==> src/bavg_pkg.sv <==
// Shared types and constants for the block average downsampler.
// Holds register codes, reset values, FSM and divider op enums, and the
// command/status structs between controller and datapath. No dependencies.
package bavg_pkg;

    // Default sizing of the block
    localparam int DEF_MAX_COLS       = 1024;
    localparam int DEF_MAX_BLOCK_SIDE = 16;
    localparam int DEF_PIXEL_BITS     = 8;

    // Configuration port layout
    localparam int CFG_IDX_W  = 2;
    localparam int CFG_DATA_W = 11;
    localparam int SIDE_REG_W = 5;
    localparam int DIM_REG_W  = 11;

    localparam logic [CFG_IDX_W-1:0] CFG_BLOCK_SIDE = 2'd0;
    localparam logic [CFG_IDX_W-1:0] CFG_IMAGE_COLS = 2'd1;
    localparam logic [CFG_IDX_W-1:0] CFG_IMAGE_ROWS = 2'd2;

    localparam logic [SIDE_REG_W-1:0] SIDE_RESET = 5'd2;
    localparam logic [DIM_REG_W-1:0]  COLS_RESET = 11'd640;
    localparam logic [DIM_REG_W-1:0]  ROWS_RESET = 11'd480;

    // Controller states
    typedef enum logic [1:0] {
        ST_RUN,
        ST_ACC,
        ST_DIV_START,
        ST_DIV_WAIT
    } bavg_state_t;

    // What the shared divider is working on
    typedef enum logic [2:0] {
        OP_COLS,
        OP_ROWS,
        OP_PCOL,
        OP_PROW,
        OP_BLOCK
    } bavg_op_t;

    // Controller to datapath
    typedef struct packed {
        logic     accept;
        logic     acc_write;
        logic     div_start;
        logic     div_load;
        bavg_op_t op;
    } bavg_cmd_t;

    // Datapath to controller
    typedef struct packed {
        logic seg_done;
        logic block_done;
        logic div_done;
        logic cfg_write;
        logic out_free;
    } bavg_stat_t;

endpackage

==> src/bavg_ctrl.sv <==
// Controller of the block average downsampler: sequences pixel intake,
// line store update, block division and geometry recompute.
// Depends on bavg_pkg.
module bavg_ctrl (
    input  logic                 aclk,
    input  logic                 aresetn,
    input  logic                 s_valid,
    output logic                 s_ready,
    input  bavg_pkg::bavg_stat_t stat,
    output bavg_pkg::bavg_cmd_t  cmd
);

    import bavg_pkg::*;

    bavg_state_t state_reg, state_next;
    bavg_op_t    op_reg, op_next;
    logic        dirty_reg, dirty_next, dirty_clr;
    logic        accept;

    assign s_ready = (state_reg == ST_RUN) && !dirty_reg;
    assign accept  = s_valid && s_ready;

    // Recompute geometry after reset and after every config write
    assign dirty_next = stat.cfg_write || (dirty_reg && !dirty_clr);

    always_ff @(posedge aclk) begin
        if (!aresetn) begin
            state_reg <= ST_RUN;
            op_reg    <= OP_COLS;
            dirty_reg <= 1'b1;
        end else begin
            state_reg <= state_next;
            op_reg    <= op_next;
            dirty_reg <= dirty_next;
        end
    end

    // Next state and commands
    always_comb begin
        state_next = state_reg;
        op_next    = op_reg;
        dirty_clr  = 1'b0;
        cmd        = '0;
        cmd.op     = op_reg;
        cmd.accept = accept;
        unique case (state_reg)
            ST_RUN: begin
                if (dirty_reg) begin
                    dirty_clr  = 1'b1;
                    op_next    = OP_COLS;
                    state_next = ST_DIV_START;
                end else if (accept && stat.seg_done) begin
                    state_next = ST_ACC;
                end
            end
            ST_ACC: begin
                cmd.acc_write = 1'b1;
                if (stat.block_done) begin
                    op_next    = OP_BLOCK;
                    state_next = ST_DIV_START;
                end else begin
                    state_next = ST_RUN;
                end
            end
            ST_DIV_START: begin
                cmd.div_start = 1'b1;
                state_next    = ST_DIV_WAIT;
            end
            ST_DIV_WAIT: begin
                if (stat.div_done) begin
                    if (op_reg == OP_BLOCK) begin
                        // hold the mean until the output register frees up
                        if (stat.out_free) begin
                            cmd.div_load = 1'b1;
                            state_next   = ST_RUN;
                        end
                    end else begin
                        cmd.div_load = 1'b1;
                        unique case (op_reg)
                            OP_COLS: begin
                                op_next    = OP_ROWS;
                                state_next = ST_DIV_START;
                            end
                            OP_ROWS: begin
                                op_next    = OP_PCOL;
                                state_next = ST_DIV_START;
                            end
                            OP_PCOL: begin
                                op_next    = OP_PROW;
                                state_next = ST_DIV_START;
                            end
                            default: state_next = ST_RUN;
                        endcase
                    end
                end
            end
            default: state_next = ST_RUN;
        endcase
    end

`ifndef SYNTHESIS
    a_seg_to_acc: assert property (@(posedge aclk) disable iff (!aresetn)
        accept && stat.seg_done |=> state_reg == ST_ACC)
        else $error("segment end not followed by line store update");

    a_load_free: assert property (@(posedge aclk) disable iff (!aresetn)
        cmd.div_load && cmd.op == OP_BLOCK |-> stat.out_free)
        else $error("block mean loaded over a waiting result");

    a_cfg_dirty: assert property (@(posedge aclk) disable iff (!aresetn)
        stat.cfg_write |=> dirty_reg)
        else $error("config write did not schedule a recompute");
`endif

endmodule

==> config.mk <==
export PLATFORM = sky130hd
export DESIGN_NAME = bavg_ctrl
export DESIGN_NICKNAME = d
export VERILOG_FILES = /design/src/bavg_pkg.sv /design/src/bavg_ctrl.sv
export SDC_FILE = /design/constraint.sdc
export NUM_CORES = 1
export LEC_CHECK = 0
export ABC_AREA = 1
export BUFFER_PORTS_ARGS = -buffer_cell sky130_fd_sc_hd__buf_2
export CORE_AREA = 4 4 41 43
export DETAILED_ROUTE_END_ITERATION = 8
export DIE_AREA = 0 0 45 47
export PLACE_DENSITY = 0.6
export SLEW_MARGIN = 15
export SYNTH_ARGS = -nofsm -noshare
export SYNTH_HDL_FRONTEND = slang
export SYNTH_SLANG_ARGS = --single-unit
==> constraint.sdc <==
create_clock -name aclk -period 2.95 [get_ports aclk]
set_input_delay 0.4425 -clock aclk [delete_from_list [all_inputs] [get_ports aclk]]
set_output_delay 0.4425 -clock aclk [all_outputs]
set_load 0.01 [all_outputs]
## Word-level counts from Yosys, hierarchy flattened

Cells that the tools add are included.

- Equal/unequal tests: 13
- Reduce and logical (&&, ||, !) cells: 13
- Multiplexer cells: 22

Operator list:

| kind | count |
|---|---|
| $pmux 3 s3 | 2 |
| $mux 2 | 7 |
| $mux 3 | 4 |
| $mux 1 | 8 |
| $ne 2x2->1 const B | 4 |
| $pmux 2 s4 | 1 |
| $reduce_and 6->1 | 1 |
| $eq 2x2->1 const B | 2 |
| $logic_and 1x1->1 | 4 |
| $ne 4x4->1 const B | 1 |
| $eq 3x1->1 const B | 1 |
| $eq 3x2->1 const B | 1 |
| $eq 3x3->1 const B | 1 |
| $logic_not 3->1 | 1 |
| $ne 3x2->1 const B | 1 |
| $ne 3x3->1 const B | 1 |
| $reduce_and 3->1 | 1 |
| $reduce_bool 3->1 | 1 |
| $reduce_or 3->1 | 1 |
| $eq 2x1->1 const B | 1 |
| $logic_not 1->1 | 2 |
| $logic_not 2->1 | 1 |
| $logic_or 1x1->1 | 1 |

- Register bits: 6
- Word-level logic and storage cells: 51
- Input bits: 8

## Longest topological paths before layout

Gate-level depths: netlist of the first run.

- Word-level depth: 7
- Mapped depth: 8

## Worst setup path before layout of the first run

Ideal clock, no wire load.

- Kind: register -> output
- Start point: register state_reg[1]
- End point: output cmd[6] (netlist name)
- Stages on the path, launching flop included: 5
- Data arrival time: 0.792 ns
- Buffers on the path: 1
- Setup slack: 1.715 ns
- Path through: dfxtp_1 -> inv_2 -> nand2_2 -> nor3b_1 -> buf_4

- Cells in the longest elaborated chain, start to end: 3

RTL lines:

| what | RTL line | RTL |
|---|---|---|
| from (decl) | bavg_ctrl.sv:15 | `bavg_state_t state_reg, state_next;` |
| from (signal assigned) | bavg_ctrl.sv:32 | `state_reg <= state_next;` |
| $logic_not 2->1 | bavg_ctrl.sv:20 | `assign s_ready = (state_reg == ST_RUN) && !dirty_reg;` |
| $logic_and 1x1->1 | bavg_ctrl.sv:20 |  |
| $logic_and 1x1->1 | bavg_ctrl.sv:21 | `assign accept = s_valid && s_ready;` |
| to (decl) | bavg_ctrl.sv:10 | `output bavg_pkg::bavg_cmd_t cmd` |

No other way between the ends.

==> results of run 1 <==
==> kinds of logic (layout without fill, tap and decap cells) <==
| group | count (synthesis) | count (layout) | synth area share |
|---|---|---|---|
| AO/OA/AOI/OAI | 7 | 7 | 0.115 |
| buffers and inverters | 10 | 27 | 0.106 |
| AND/OR/NAND/NOR | 44 | 44 | 0.480 |
| flip-flops | 6 | 6 | 0.299 |
==> worst min-delay path by stage <==
stage | startpoint | end | cells after the start
3_5_place_dp | op_reg[1] | op_reg[1] | 2
5_1_grt | stat[1] | dirty_reg | 3
6_report | stat[1] | dirty_reg | 3
4_1_cts | stat[1] | dirty_reg | 3
3_3_place_gp | dirty_reg | dirty_reg | 2
2_1_floorplan | dirty_reg | dirty_reg | 2
==> routing by layer <==
metal	vias up	GRT usage
li1	242	-
met1	180	0.107
met2	5	0.136
met3	2	0.0345
met4	0	0.0877
met5	-	0
==> synthesized netlist by cell type (2+ instances only) <==
cell type | n | share of area
nor2_2 | 2 | 0.031
dfxtp_1 | 6 | 0.30
a21oi_1 | 2 | 0.025
nand3_1 | 3 | 0.037
nor2_1 | 15 | 0.14
nand2_1 | 17 | 0.16
nand2_2 | 5 | 0.078
inv_2 | 2 | 0.019
o21bai_1 | 2 | 0.037
inv_1 | 6 | 0.056
==> power groups by stage <==
stage,sequential [µW],clock (µW),combinational (µW)
2_1_floorplan,135,0,131
3_3_place_gp,133,0,181
3_5_place_dp,133,0,182
4_1_cts,131,75.6,182
5_1_grt,136,80.5,206
6_report,132,70.9,180
==> area by class of cell <==
type / count / area share
clock buffer: 3 / 0.0441
inverter: 9 / 0.0686
multi-input combinational: 51 / 0.468
sequential: 6 / 0.235
tap: 15 / 0.0368
timing repair buffer: 15 / 0.147
==> critical path: stages (launching register included) <==
cell	delay, ns
dfxtp_1	0.36
inv_2	0.10
nand2_2	0.08
nor3b_1	0.17
buf_2	0.16
==> stage by stage <==
stage / hold WS (ns) / std cells
2_1_floorplan: 0.491 / 67
4_1_cts: 0.384 / 99
5_1_grt: 0.403 / 99
6_report: 0.389 / 99
3_3_place_gp: 0.515 / 96
3_5_place_dp: 0.525 / 96
==> summary.txt, run 1 <==
Logic synthesis
  • Synth warn: 0
  • Synthesized net count: 75
  • Post-synth EDFFs: 0
  • Post-Syn Instances: 67
  • Seq cells post-synth: 6
  • Syn avg cell area: 5.99 µm²
  • Ys async rst share: 0
  • Mapped Area: 402 µm²
  • Top_reg_cell synth: dfxtp_1
  • Post-synthesis cell type count: 17
  • Sequential area share after synthesis: 0.299

Setup path
  • Critical Path Sink: cmd[6]
  • Terminus of the critical flop-to-flop path: op_reg[1]
  • Reg-to-reg setup timing slack: 1.89 ns
  • Crit path max fanout: 6
  • R2R cell count: 7
  • R2r startpoint: dirty_reg
  • CP Launch Point: state_reg[0]
  • Crit Path Class: flop to output pin
  • CP startpoint kind: flop
  • Data arrival time of the worst path: 1.10 ns
  • Required time of the worst setup path: 2.51 ns
  • Crit. End Element: output pin

Final layout
  • Seq. cell area: 120 µm²
  • Most frequent cells in the layout: nand2_1, nor2_1, buf_2
  • Final net count: 94
  • Design area: 510 µm²
  • P&R area growth vs syn: 27.1%
  • Ant diodes: 0
  • Util after Layout: 0.392
  • Area occupied by multi-input gates: 239 µm²
  • Ratio of cells with drive above 1 in the final layout: 0.345
  • Fillers: 153
  • Commonest non-fill, non-tap cell in the layout: nand2_1
  • Number of flip-flops in the largest register: 3

Clock tree
  • Clk root buf: clkbuf_4
  • Cts hold-fix bufs: 0
  • H-tree depth: 1
  • CTS Buffer Depth: 2
  • CTS tree: yes
  • Clock slew at reported path FFs: 0.04 ns
  • PostCTS Resize Cnt: 0
  • CTS Buf Count: 3
  • Clk Latency, worst-skew pair: 0.24 ns
  • Sink Count: 6
  • Post-CTS Setup Bufs: 0

Floorplanning
  • Initial core utilization: 0.309
  • Die width: 45 µm
  • I/O Pins: 16
  • Core Region: 1300 µm²
  • # rows: 13
  • Die H: 47 µm
  • Die area: 2120 µm²

Place
  • Place WS: 1.58 ns
  • Dpl cell area: 488 µm²
  • DP HPWL: 732 µm
  • GPL Wtd Cong: 0.702
  • Port Buf Inserts: 15

Route
  • Routed WL: 823 µm
  • Initial DRC count: 2
  • Met2 WL: 392 µm
  • Top Metal Used: met4
  • Post-route DRC: 0
  • Post-route ant nets: 0
  • Routed WL per cell: 8.31 µm
  • Met1 Routed Length: 377 µm
  • Met3 WL: 43 µm
  • Post-DR vias/cell: 4.33
  • Drt first pass iters: 4
  • DR vias: 429

Power and ir drop
  • Switching share of total power: 0.415
  • Comb pwr share: 0.470
  • NetSw: 159 µW
  • Sequential power share: 0.344
  • Clock share of power: 0.185
  • Power Dens Cells: 750 nW/µm²
  • Tot Pwr: 383 µW
  • Worst vdd ir: 0.000275 V
  • Leakage power: 0.000303 µW
  • Pint: 224 µW

Timing
  • Final hold vios: 0
  • Worst Tran Pin Value: 0.225 ns
  • Crit path time final: 1.54 ns
  • Setup violators final: 0
  • Peak Freq: 0.648 GHz
  • RSZ-0062 raised after global routing: false
  • Final period util: 0.523
  • Worst-case clock skew: 0.00356 ns
  • Final Max Tran Viols: 0
  • Slew HR: 0.849
  • Total negative setup slack: 0 ns
  • Final Worst Setup Slack: 1.41 ns

Hold path
  • Class of the worst hold path: primary input to flop

Job
  • Max-cap violations: 0

GRT
  • Initial antenna violation count: 0
  • GRT overflow: 0
  • Overall Global Routing Usage: 0.0941
  • Largest net degree at the start of global routing: 7
  • Global-route wire length before repair: 1410 µm
  • Vias in the first global route: 385

Run status
  • Status: finished clean
No activity file was read; power rests on OpenSTA's default activity.
==> run 2: changes to the inputs <==
==> constraint.sdc (replaced) <==
create_clock -name aclk -period 1.6 [get_ports aclk]
set_input_delay 0.24 -clock aclk [delete_from_list [all_inputs] [get_ports aclk]]
set_output_delay 0.24 -clock aclk [all_outputs]
set_load 0.01 [all_outputs]
==> run 2 against run 1 <==
Combinational power is 84% higher; highest routed layer unchanged; non-clock buffer count stayed put; die area stayed put; critical endpoint unchanged; design area stayed put; critical path type unchanged; worst setup slack worse by 1.2 ns; power is 85% higher; clock skew is 0.0025 ns lower; clock power is 90% higher; sequential share of layout area stayed put; final cell count stayed put; flip-flop and latch count stayed put; sequential power is 84% higher.
==> summary.txt, run 2 (same netlist as run 1, synthesis figures left out) <==
Timing
  • Final period util: 0.842
  • Setup violators final: 0
  • Worst Tran Pin Value: 0.230 ns
  • Hold WS: 0.178 ns
  • Total negative setup slack: 0 ns
  • Final Max Tran Viols: 0
  • Peak Freq: 0.742 GHz
  • Final hold vios: 0
  • RSZ-0062 raised after global routing: false
  • Slew HR: 0.847
  • Worst-case clock skew: 0.00104 ns
  • Crit path time final: 1.35 ns

Floorplanning
  • # rows: 13
  • Die width: 45 µm
  • Die area: 2120 µm²
  • Core Region: 1300 µm²
  • Die H: 47 µm
  • I/O Pins: 16
  • Initial core utilization: 0.309

Clock tree
  • CTS Buf Count: 3
  • Clk root buf: clkbuf_4
  • Cts hold-fix bufs: 0
  • PostCTS Resize Cnt: 0
  • Sink Count: 6
  • Clk Latency, worst-skew pair: 0.24 ns
  • Clock slew at reported path FFs: 0.04 ns
  • CTS tree: yes
  • H-tree depth: 1
  • CTS Buffer Depth: 2
  • Post-CTS Setup Bufs: 0

GRT
  • Overall Global Routing Usage: 0.0869
  • Vias in the first global route: 330
  • Global-route wire length before repair: 1280 µm
  • Initial antenna violation count: 0
  • GRT overflow: 0
  • Largest net degree at the start of global routing: 7

Setup path
  • Delay-heaviest family, CP: flip-flops
  • Critical-path top delay cell: dfxtp_1
  • Worst path max stage delay: 0.36 ns
  • Crit path max fanout: 6
  • CP startpoint kind: flop
  • Crit Path Class: flop to output pin
  • Crit. End Element: output pin
  • Crit-path cells: inv_2 > nand2_2 > nor3b_1 > buf_2
  • Data arrival time of the worst path: 1.11 ns
  • Buffers & Inverters on Critical Path: 2
  • Required time of the worst setup path: 1.36 ns

Final layout
  • P&R area growth vs syn: 27.1%
  • Final net count: 94
  • Seq. cell area: 120 µm²
  • Number of flip-flops in the largest register: 3
  • Commonest non-fill, non-tap cell in the layout: nand2_1
  • Fillers: 151
  • Most frequent cells in the layout: nand2_1, nor2_1, buf_2
  • Area occupied by multi-input gates: 239 µm²
  • Ant diodes: 0
  • Ratio of cells with drive above 1 in the final layout: 0.345

Route
  • Initial DRC count: 3
  • Drt first pass iters: 3
  • Post-DR vias/cell: 4.31
  • Routed WL: 847 µm
  • Post-route DRC: 0
  • DR vias: 427
  • Post-route ant nets: 0
  • Routed WL per cell: 8.56 µm

Place
  • DP HPWL: 728 µm
  • Port Buf Inserts: 15
  • GPL Wtd Cong: 0.766

Hold path
  • Class of the worst hold path: primary input to flop

Power and ir drop
  • Power Dens Cells: 1390 nW/µm²
  • Leakage power: 0.000303 µW
  • Worst vdd ir: 0.000550 V

Run status
  • Status: finished clean

Job
  • Max-cap violations: 0
-- run 2: worst paths after layout --
kind | startpoint | endpoint | slack, ns | cells after the start
worst max-delay path | state_reg[0] | cmd[6] | 0.25 | 4
worst min-delay path | stat[1] | dirty_reg | 0.18 | 3
worst min register to register | dirty_reg | dirty_reg | 0.53 | 2
worst max register to register | state_reg[0] | state_reg[1] | 0.52 | 7
-- run 2: area by class of cell --
type	instances	share of cell area
Sequential cell	6	0.235
Inverter	9	0.0686
Tap cell	15	0.0368
Multi-Input combinational cell	51	0.468
Timing Repair Buffer	15	0.147
Clock buffer	3	0.0441
-- run 2: power by group --
group	total [µW]	switching [µW]	internal, µW	leakage, µW
Clock	135	50.0	84.5	0.0000138
Combinational	331	193	137	0.000240
Sequential	243	51.5	191	0.0000497
Total	708	295	413	0.000303
-- run 2: worst reg2reg max path, cell delays in order (launching register included) --
cell and delay [ns]:
dfxtp_1 0.44, inv_2 0.08, nand2_2 0.10, nor2_2 0.04
nand2_1 0.10, nand2_1 0.06, nor2_1 0.10, nor2_1 0.04
-- run 2: stage by stage --
stage / power [µW] / setup WS (ns) / area [µm²] / util / std cells
after floorplan: 490 / 0.568 / 402 / - / 67
after global placement: 580 / 0.509 / 488 / 0.375 / 96
after detailed placement: 581 / 0.518 / 488 / 0.375 / 96
after CTS: 721 / 0.244 / 510 / 0.392 / 99
after global routing: 778 / 0.170 / 510 / 0.392 / 99
final: 708 / 0.253 / 510 / 0.392 / 99
-- run 2: routing by layer --
metal	GRT usage	wire [µm]	vias to the layer above
li1	-	-	244
met1	0.107	405	176
met2	0.119	396	5
met3	0.0115	33	2
met4	0.105	10	0
met5	0	0	-
